### src/xsm_pkg.sv
// ----------------------------------------------------------------------------
// xsm_pkg
// Shared types, constants and the microcode table of the X25519 engine.
// ----------------------------------------------------------------------------
`default_nettype none

package xsm_pkg;

  // field element and multiplier geometry
  localparam int FE_W    = 256;
  localparam int MUL_W   = 32;
  localparam int DIGITS  = FE_W / MUL_W;
  localparam int IDX_W   = (DIGITS > 1) ? $clog2(DIGITS) : 1;
  localparam int K_W     = $clog2(2 * DIGITS);
  localparam int CACC_W  = 2 * MUL_W + IDX_W + 1;
  localparam int PROD_W  = 2 * FE_W;
  localparam int T_W     = FE_W + 7;
  localparam int H38_W   = FE_W + 6;
  localparam int WORD_W  = 64;

  // input op codes
  localparam logic [1:0] OP_LOAD_SCALAR = 2'd0;
  localparam logic [1:0] OP_LOAD_POINT  = 2'd1;
  localparam logic [1:0] OP_START       = 2'd2;

  // 4p = 2^257 - 76, added before a subtraction so the result stays positive
  localparam logic [T_W-1:0] FOUR_P = (T_W'(1) << 257) - T_W'(76);

  // scalar clamping masks
  localparam logic [FE_W-1:0] CLAMP_CLR = (FE_W'(1) << 255) | FE_W'(7);
  localparam logic [FE_W-1:0] CLAMP_SET = FE_W'(1) << 254;

  localparam logic [16:0] A24_VALUE = 17'd121665;

  // working register addresses
  localparam logic [3:0] R_X1  = 4'd0;
  localparam logic [3:0] R_X2  = 4'd1;
  localparam logic [3:0] R_Z2  = 4'd2;
  localparam logic [3:0] R_X3  = 4'd3;
  localparam logic [3:0] R_Z3  = 4'd4;
  localparam logic [3:0] R_A   = 4'd5;
  localparam logic [3:0] R_AA  = 4'd6;
  localparam logic [3:0] R_B   = 4'd7;
  localparam logic [3:0] R_BB  = 4'd8;
  localparam logic [3:0] R_E   = 4'd9;
  localparam logic [3:0] R_C   = 4'd10;
  localparam logic [3:0] R_D   = 4'd11;
  localparam logic [3:0] R_DA  = 4'd12;
  localparam logic [3:0] R_CB  = 4'd13;
  localparam logic [3:0] R_A24 = 4'd14;
  localparam logic [3:0] R_RES = 4'd15;

  // constant selectors carried in the first source field
  localparam logic [3:0] CONST_ZERO = 4'd0;
  localparam logic [3:0] CONST_ONE  = 4'd1;
  localparam logic [3:0] CONST_A24  = 4'd2;

  // microcode segment bounds
  localparam logic [5:0] SETUP_FIRST = 6'd0;
  localparam logic [5:0] SETUP_LAST  = 6'd6;
  localparam logic [5:0] SWAP_FIRST  = 6'd7;
  localparam logic [5:0] SWAP_LAST   = 6'd12;
  localparam logic [5:0] STEP_FIRST  = 6'd13;
  localparam logic [5:0] STEP_LAST   = 6'd30;
  localparam logic [5:0] INVC_PC     = 6'd31;
  localparam logic [5:0] INVSQ_PC    = 6'd32;
  localparam logic [5:0] INVMUL_PC   = 6'd33;
  localparam logic [5:0] TAIL_FIRST  = 6'd34;
  localparam logic [5:0] TAIL_LAST   = 6'd35;

  typedef enum logic [2:0] {
    FOP_ADD,
    FOP_SUB,
    FOP_MUL,
    FOP_COPY,
    FOP_CONST,
    FOP_LOADU,
    FOP_CANON
  } fop_t;

  typedef struct packed {
    fop_t       op;
    logic [3:0] dst;
    logic [3:0] src_a;
    logic [3:0] src_b;
  } uinst_t;

  typedef struct packed {
    logic [1:0]        op;
    logic [1:0]        word_index;
    logic [WORD_W-1:0] word_value;
  } in_item_t;

  typedef struct packed {
    logic [1:0]        result_index;
    logic [WORD_W-1:0] result_word;
    logic              last_word;
  } out_item_t;

  typedef struct packed {
    logic       start;
    fop_t       op;
    logic [3:0] dst;
    logic [3:0] src_a;
    logic [3:0] src_b;
    logic [7:0] bit_index;
    logic       ld_scalar;
    logic       ld_point;
  } cmd_t;

  typedef struct packed {
    logic            done;
    logic            kbit;
    logic [FE_W-1:0] res_value;
  } status_t;

  function automatic uinst_t urom(input logic [5:0] pc);
    uinst_t u;
    u = '{op: FOP_COPY, dst: R_D, src_a: R_D, src_b: R_D};
    case (pc)
      6'd0:  u = '{op: FOP_LOADU, dst: R_X1,  src_a: R_X1,      src_b: R_X1};
      6'd1:  u = '{op: FOP_CANON, dst: R_X1,  src_a: R_X1,      src_b: R_X1};
      6'd2:  u = '{op: FOP_CONST, dst: R_X2,  src_a: CONST_ONE, src_b: R_X1};
      6'd3:  u = '{op: FOP_CONST, dst: R_Z2,  src_a: CONST_ZERO, src_b: R_X1};
      6'd4:  u = '{op: FOP_COPY,  dst: R_X3,  src_a: R_X1,      src_b: R_X1};
      6'd5:  u = '{op: FOP_CONST, dst: R_Z3,  src_a: CONST_ONE, src_b: R_X1};
      6'd6:  u = '{op: FOP_CONST, dst: R_A24, src_a: CONST_A24, src_b: R_X1};
      // conditional swap through a scratch register
      6'd7:  u = '{op: FOP_COPY,  dst: R_D,   src_a: R_X2, src_b: R_X2};
      6'd8:  u = '{op: FOP_COPY,  dst: R_X2,  src_a: R_X3, src_b: R_X3};
      6'd9:  u = '{op: FOP_COPY,  dst: R_X3,  src_a: R_D,  src_b: R_D};
      6'd10: u = '{op: FOP_COPY,  dst: R_D,   src_a: R_Z2, src_b: R_Z2};
      6'd11: u = '{op: FOP_COPY,  dst: R_Z2,  src_a: R_Z3, src_b: R_Z3};
      6'd12: u = '{op: FOP_COPY,  dst: R_Z3,  src_a: R_D,  src_b: R_D};
      // one ladder step
      6'd13: u = '{op: FOP_ADD,   dst: R_A,   src_a: R_X2,  src_b: R_Z2};
      6'd14: u = '{op: FOP_MUL,   dst: R_AA,  src_a: R_A,   src_b: R_A};
      6'd15: u = '{op: FOP_SUB,   dst: R_B,   src_a: R_X2,  src_b: R_Z2};
      6'd16: u = '{op: FOP_MUL,   dst: R_BB,  src_a: R_B,   src_b: R_B};
      6'd17: u = '{op: FOP_SUB,   dst: R_E,   src_a: R_AA,  src_b: R_BB};
      6'd18: u = '{op: FOP_ADD,   dst: R_C,   src_a: R_X3,  src_b: R_Z3};
      6'd19: u = '{op: FOP_SUB,   dst: R_D,   src_a: R_X3,  src_b: R_Z3};
      6'd20: u = '{op: FOP_MUL,   dst: R_DA,  src_a: R_D,   src_b: R_A};
      6'd21: u = '{op: FOP_MUL,   dst: R_CB,  src_a: R_C,   src_b: R_B};
      6'd22: u = '{op: FOP_ADD,   dst: R_X3,  src_a: R_DA,  src_b: R_CB};
      6'd23: u = '{op: FOP_MUL,   dst: R_X3,  src_a: R_X3,  src_b: R_X3};
      6'd24: u = '{op: FOP_SUB,   dst: R_Z3,  src_a: R_DA,  src_b: R_CB};
      6'd25: u = '{op: FOP_MUL,   dst: R_Z3,  src_a: R_Z3,  src_b: R_Z3};
      6'd26: u = '{op: FOP_MUL,   dst: R_Z3,  src_a: R_Z3,  src_b: R_X1};
      6'd27: u = '{op: FOP_MUL,   dst: R_X2,  src_a: R_AA,  src_b: R_BB};
      6'd28: u = '{op: FOP_MUL,   dst: R_Z2,  src_a: R_A24, src_b: R_E};
      6'd29: u = '{op: FOP_ADD,   dst: R_Z2,  src_a: R_Z2,  src_b: R_AA};
      6'd30: u = '{op: FOP_MUL,   dst: R_Z2,  src_a: R_Z2,  src_b: R_E};
      // inversion and final product
      6'd31: u = '{op: FOP_COPY,  dst: R_RES, src_a: R_Z2,  src_b: R_Z2};
      6'd32: u = '{op: FOP_MUL,   dst: R_RES, src_a: R_RES, src_b: R_RES};
      6'd33: u = '{op: FOP_MUL,   dst: R_RES, src_a: R_RES, src_b: R_Z2};
      6'd34: u = '{op: FOP_MUL,   dst: R_RES, src_a: R_RES, src_b: R_X2};
      6'd35: u = '{op: FOP_CANON, dst: R_RES, src_a: R_RES, src_b: R_RES};
      default: u = '{op: FOP_COPY, dst: R_D, src_a: R_D, src_b: R_D};
    endcase
    return u;
  endfunction

endpackage

`default_nettype wire

### src/xsm_ctrl.sv
// ----------------------------------------------------------------------------
// xsm_ctrl
// Sequencer for ladder, inversion and result words; owns both handshakes.
// ----------------------------------------------------------------------------
`default_nettype none

module xsm_ctrl (
  input  logic               clk,
  input  logic               rst,
  input  logic               in_valid,
  output logic               in_stall,
  input  xsm_pkg::in_item_t  in_data,
  output logic               out_valid,
  input  logic               out_stall,
  output xsm_pkg::out_item_t out_data,
  output xsm_pkg::cmd_t      cmd,
  input  xsm_pkg::status_t   status
);

  localparam int WORD_W = xsm_pkg::WORD_W;

  typedef enum logic [2:0] {
    C_IDLE,
    C_ISSUE,
    C_WAIT,
    C_HEAD,
    C_EMIT
  } cstate_t;

  typedef enum logic [2:0] {
    PH_SETUP,
    PH_SWAP,
    PH_STEP,
    PH_FSWAP,
    PH_INV
  } phase_t;

  cstate_t         state;
  phase_t          phase;
  logic [5:0]      pc;
  logic [7:0]      bitc;
  logic            swap_flag;
  logic            start_r;
  logic [1:0]      out_idx;
  logic [1:0]      idx_n;
  logic            in_accept;
  xsm_pkg::uinst_t ui;

  assign ui        = xsm_pkg::urom(pc);
  assign in_stall  = (state != C_IDLE);
  assign in_accept = in_valid && !in_stall;
  assign idx_n     = out_idx + 2'd1;

  assign cmd.start     = start_r;
  assign cmd.op        = ui.op;
  assign cmd.dst       = ui.dst;
  assign cmd.src_a     = ui.src_a;
  assign cmd.src_b     = ui.src_b;
  assign cmd.bit_index = bitc;
  assign cmd.ld_scalar = in_accept && (in_data.op == xsm_pkg::OP_LOAD_SCALAR);
  assign cmd.ld_point  = in_accept && (in_data.op == xsm_pkg::OP_LOAD_POINT);

  always_ff @(posedge clk) begin
    if (rst) begin
      state     <= C_IDLE;
      phase     <= PH_SETUP;
      pc        <= xsm_pkg::SETUP_FIRST;
      bitc      <= '0;
      swap_flag <= 1'b0;
      start_r   <= 1'b0;
      out_valid <= 1'b0;
      out_idx   <= '0;
    end else begin
      start_r <= 1'b0;
      unique case (state)
        C_IDLE: begin
          if (in_accept && in_data.op == xsm_pkg::OP_START) begin
            phase     <= PH_SETUP;
            pc        <= xsm_pkg::SETUP_FIRST;
            swap_flag <= 1'b0;
            state     <= C_ISSUE;
          end
        end
        C_ISSUE: begin
          start_r <= 1'b1;
          state   <= C_WAIT;
        end
        C_HEAD: begin
          // swap only when the scalar bit differs from the last one
          if (swap_flag ^ status.kbit) begin
            phase <= PH_SWAP;
            pc    <= xsm_pkg::SWAP_FIRST;
          end else begin
            phase <= PH_STEP;
            pc    <= xsm_pkg::STEP_FIRST;
          end
          swap_flag <= status.kbit;
          state     <= C_ISSUE;
        end
        C_WAIT: begin
          if (status.done) begin
            state <= C_ISSUE;
            unique case (phase)
              PH_SETUP: begin
                if (pc == xsm_pkg::SETUP_LAST) begin
                  bitc  <= 8'd254;
                  state <= C_HEAD;
                end else begin
                  pc <= pc + 6'd1;
                end
              end
              PH_SWAP: begin
                if (pc == xsm_pkg::SWAP_LAST) begin
                  phase <= PH_STEP;
                  pc    <= xsm_pkg::STEP_FIRST;
                end else begin
                  pc <= pc + 6'd1;
                end
              end
              PH_STEP: begin
                if (pc != xsm_pkg::STEP_LAST) begin
                  pc <= pc + 6'd1;
                end else if (bitc != 8'd0) begin
                  bitc  <= bitc - 8'd1;
                  state <= C_HEAD;
                end else if (swap_flag) begin
                  phase <= PH_FSWAP;
                  pc    <= xsm_pkg::SWAP_FIRST;
                end else begin
                  phase <= PH_INV;
                  pc    <= xsm_pkg::INVC_PC;
                end
              end
              PH_FSWAP: begin
                if (pc == xsm_pkg::SWAP_LAST) begin
                  swap_flag <= 1'b0;
                  phase     <= PH_INV;
                  pc        <= xsm_pkg::INVC_PC;
                end else begin
                  pc <= pc + 6'd1;
                end
              end
              PH_INV: begin
                // exponent p-2: every bit set from 253 down except bits 4 and 2
                if (pc == xsm_pkg::INVC_PC) begin
                  bitc <= 8'd253;
                  pc   <= xsm_pkg::INVSQ_PC;
                end else if (pc == xsm_pkg::INVSQ_PC && bitc != 8'd2 && bitc != 8'd4) begin
                  pc <= xsm_pkg::INVMUL_PC;
                end else if (pc == xsm_pkg::INVSQ_PC || pc == xsm_pkg::INVMUL_PC) begin
                  if (bitc == 8'd0) begin
                    pc <= xsm_pkg::TAIL_FIRST;
                  end else begin
                    bitc <= bitc - 8'd1;
                    pc   <= xsm_pkg::INVSQ_PC;
                  end
                end else if (pc == xsm_pkg::TAIL_FIRST) begin
                  pc <= pc + 6'd1;
                end else begin
                  out_valid             <= 1'b1;
                  out_idx               <= 2'd0;
                  out_data.result_index <= 2'd0;
                  out_data.result_word  <= status.res_value[0 +: WORD_W];
                  out_data.last_word    <= 1'b0;
                  state                 <= C_EMIT;
                end
              end
              default: state <= C_IDLE;
            endcase
          end
        end
        C_EMIT: begin
          if (out_valid && !out_stall) begin
            if (out_idx == 2'd3) begin
              out_valid <= 1'b0;
              state     <= C_IDLE;
            end else begin
              out_idx               <= idx_n;
              out_data.result_index <= idx_n;
              out_data.result_word  <= status.res_value[idx_n*WORD_W +: WORD_W];
              out_data.last_word    <= (idx_n == 2'd3);
            end
          end
        end
        default: state <= C_IDLE;
      endcase
    end
  end

  // no new word taken while results are still going out
  a_out_blocks_in: assert property (@(posedge clk) disable iff (rst)
    out_valid |-> in_stall)
    else $error("input accepted while result words pending");

  a_done_expected: assert property (@(posedge clk) disable iff (rst)
    status.done |-> (state == C_WAIT))
    else $error("field unit finished with no operation outstanding");

  a_no_instant_done: assert property (@(posedge clk) disable iff (rst)
    start_r |=> !status.done)
    else $error("field unit reported completion too early");

endmodule

`default_nettype wire

### config.mk
export PLATFORM = sky130hd
export DESIGN_NAME = xsm_ctrl
export DESIGN_NICKNAME = d
export VERILOG_FILES = /design/src/xsm_pkg.sv /design/src/xsm_ctrl.sv
export SDC_FILE = /design/constraint.sdc
export NUM_CORES = 1
export LEC_CHECK = 0
export BUFFER_PORTS_ARGS = -buffer_cell sky130_fd_sc_hd__buf_4
export CAP_MARGIN = 15
export CORE_AREA = 3 3 165 167
export CTS_CLUSTER_DIAMETER = 80
export CTS_CLUSTER_SIZE = 24
export DETAILED_ROUTE_END_ITERATION = 7
export DIE_AREA = 0 0 168 170
export GPL_ROUTABILITY_DRIVEN = 0
export MAX_ROUTING_LAYER = met4
export PLACE_DENSITY = 0.62
export SYNTH_ARGS = -nofsm -noshare
export SYNTH_HDL_FRONTEND = slang
export SYNTH_SLANG_ARGS = --single-unit
### constraint.sdc
create_clock -name clk -period 12.5 [get_ports clk]
set_input_delay 0 -clock clk [delete_from_list [all_inputs] [get_ports clk]]
set_output_delay 0 -clock clk [all_outputs]
set_load 0.01 [all_outputs]
==> flow_summary.yaml <==
run_status:
  outcome: "complete, no violations"
cts:
  clock_path_buffers: 2
  cts_root_buf: "clkbuf_16"
  clkTransAtPathRegs_ns: 0.09
  cts_sinks: 107
  cts_tree: "done"
  numCtsBuffers: 9
  clk-insertion-delay-late_ns: 0.36
  cts_setup_buffers: 0
  post_cts_resized: 0
  hold_buffers: 5
  h-tree-depth: 3
setup_path:
  r2r-start: "out_idx[0]"
  crit_start: "out_idx[0]"
  crit_arrival_ns: 4.72
  critPathMaxFanout: 73
  startpoint_type: "flip-flop"
  crit_path_end_kind: "flip-flop"
  critPathRequiredTime_ns: 12.68
  r2r_slack_ns: 7.96
  critPathKind: "reg -> reg"
grt:
  track_usage_pct: 21.77
  grt_remaining_overflow: 0
  grt_pass1_vias: 7638
  grt_max_degree: 74
  antenna_found_initial: 6
  grt_pass1_wl_mm: 47.04
logic_synthesis:
  ys_ff_latch: 107
  synth_flop_cell: "edfxtp_1"
  synth-async-reset-ratio_pct: 0
  syn-instance-count: 826
  synth_edf_count: 67
  yosysUniqueCellTypes: 72
  syn_avg_cell_area_um2: 9.004
  synth_nets: 1173
  yosysSeqAreaShare_pct: 37.82
  synth_area_mm2: 0.007437
  ys_warn_count: 0
power:
  power_density_mw_per_mm2: 78.58
  peakVddDrop_mv: 0.04577
  p_leak_uw: 0.004254
timing:
  finalMaxSlewViolations: 0
  finClkSkew_ns: 0.01752
  rsz0062_at_grt: "no"
  timing.slew.headroom_pct: 25.56
  setup_viol: 0
  max_freq_ghz: 0.2201
  fin_setup_tns_ns: 0
  period_minus_slack_ns: 4.543
  min_period_over_period_pct: 36.34
  worst_slew_pin_slew_ns: 1.112
  hold_viol: 0
  setup_ws_ns: 7.957
placement:
  post-place-ws_ns: 7.956
  io_buffers: 358
  hpwlAfterDp_mm: 23.91
  dpl_cell_area_mm2: 0.01030
route:
  via_per_inst: 5.496
  routed_wl_mm: 32.53
  drt_iter0_drc: 779
  first_pass_iters: 7
  routedWlPerCell_um: 22.00
  ant_nets: 0
  drc_errors: 0
  vias: 8128
floorplan:
  ios: 425
  coreArea_mm2: 0.02591
  die-area_mm2: 0.02856
  die_x_um: 168
  die_y_um: 170
  initial_core_util_pct: 28.70
  rows: 59
final_layout:
  nNetsFinal: 1480
  utilization_pct: 41.18
  area_growth_pct: 43.46
  drive_gt1_share_pct: 41.65
  design_area_mm2: 0.01067
hold_path:
  hold_class: "in -> reg"
  hold_start: "status[10]"
flow_run:
  maxCapViolCount: 0
-- final timing paths --
kind	cells after the start	end
worst min-delay path	3	out_data[11]
worst min register to register	2	out_valid
worst max-delay path	8	out_data[62]
worst max register to register	8	out_data[62]
-- routing by layer --
metal / vias to the layer above / track usage [%] / wire length, um
li1: 3795 / - / -
met1: 3872 / 27.27 / 13050
met2: 410 / 35.20 / 15860
met3: 51 / 4.669 / 2674
met4: 0 / 7.044 / 949
met5: - / - / 0
-- placed cells by master, fill, tap and decap left out, types with 3 or more instances in the layout --
cell type / Yosys / routed
a211o_1: 3 / 3
a211oi_1: 8 / 8
a21oi_1: 93 / 93
a221oi_1: 3 / 3
a31oi_1: 4 / 4
and2_1: 4 / 3
and3_1: 7 / 7
buf_4: 1 / 365
clkbuf_16: 0 / 9
dfxtp_1: 40 / 39
diode_2: 0 / 6
dlygate4sd3_1: 0 / 5
edfxtp_1: 67 / 67
ha_1: 17 / 16
inv_1: 19 / 18
mux2_2: 70 / 70
mux2i_1: 5 / 5
nand2_1: 29 / 27
nand2b_1: 5 / 5
nand3_1: 16 / 16
nand4_1: 9 / 9
nor2_1: 36 / 36
nor2b_1: 7 / 7
nor3_1: 12 / 11
o2111ai_1: 4 / 4
o211ai_1: 12 / 12
o21a_1: 3 / 3
o21ai_0: 81 / 81
o221ai_1: 3 / 3
o22ai_1: 68 / 68
or3_1: 65 / 65
xnor2_1: 6 / 6
xor2_1: 4 / 4
-- synth_stat cells, types with 3 or more instances --
master / number / share of area, %
xor2_1: 4 / 0.47
a211oi_1: 8 / 0.81
buf_2: 10 / 0.67
o22ai_1: 68 / 5.7
or3_1: 65 / 5.5
o21a_1: 3 / 0.30
o221ai_1: 3 / 0.35
a221oi_1: 3 / 0.35
dfxtp_1: 40 / 11
nor2_1: 36 / 1.8
a211o_1: 3 / 0.35
o211ai_1: 12 / 1.2
nand4_1: 9 / 0.76
buf_1: 6 / 0.30
nand2b_1: 5 / 0.42
xnor2_1: 6 / 0.71
and2_1: 4 / 0.34
edfxtp_1: 67 / 27
nor3_1: 12 / 0.81
a31oi_1: 4 / 0.34
o2111ai_1: 4 / 0.47
ha_1: 17 / 2.9
a21oi_1: 93 / 6.3
nand3_1: 16 / 1.1
nand2_1: 29 / 1.5
nor2b_1: 7 / 0.59
mux2i_1: 5 / 0.67
mux2_2: 70 / 11
and3_1: 7 / 0.59
inv_1: 19 / 0.96
o21ai_0: 81 / 5.5
clkbuf_1: 55 / 2.8
-- flip-flops by register name, indices dropped and copies added, names as in the netlist --
signal	count
pc	6
start_r	1
ui	15
state	3
out_valid	1
out_data	67
swap_flag	1
phase	3
bitc	8
out_idx	2
-- through the flow --
stage	cells	power [uW]	hold slack (ns)
after floorplan	826	449.5	0.05072
after global placement	1452	534.5	0.2598
after detailed placement	1452	535.9	0.2626
after CTS	1473	846.0	0.002086
after global routing	1479	871.9	0.01341
final	1479	838.4	0.02150
-- power by group --
part	internal, uW	switching [uW]
Clock	157	150
Combinational	89.2	58.2
Sequential	378	5.26
Total	625	214
-- critical path, stage by stage (launching register included) --
cell and delay (ns):
dfxtp_4 0.76, inv_2 0.57, ha_2 0.52, buf_4 0.65
inv_1 0.48, nand2_2 0.34, buf_4 0.54, o22ai_1 0.17
a21oi_1 0.22
-- area by class of cell --
class / count / area (um^2)
multi-input combinational: 622 / 4238
tap: 335 / 419.2
fill: 2623 / 15240
inverter: 23 / 91.34
sequential: 107 / 2816
clock buffer: 9 / 225.2
clock inverter: 7 / 73.82
timing repair buffer: 370 / 2790
antenna: 6 / 15.01
-- cell families after synthesis --
| logic type | count (synthesis) | synth area share [%] |
|---|---|---|
| AND/OR/NAND/NOR | 209 | 15.80 |
| AO/OA/AOI/OAI | 309 | 25.24 |
| flip-flops | 107 | 37.82 |
| multiplexers | 77 | 11.73 |
| buffers and inverters | 97 | 5.384 |
| adder cells (fa/ha/maj) | 17 | 2.860 |
| XOR/XNOR | 10 | 1.178 |
Note: power is estimated with default switching activity, not from simulation.
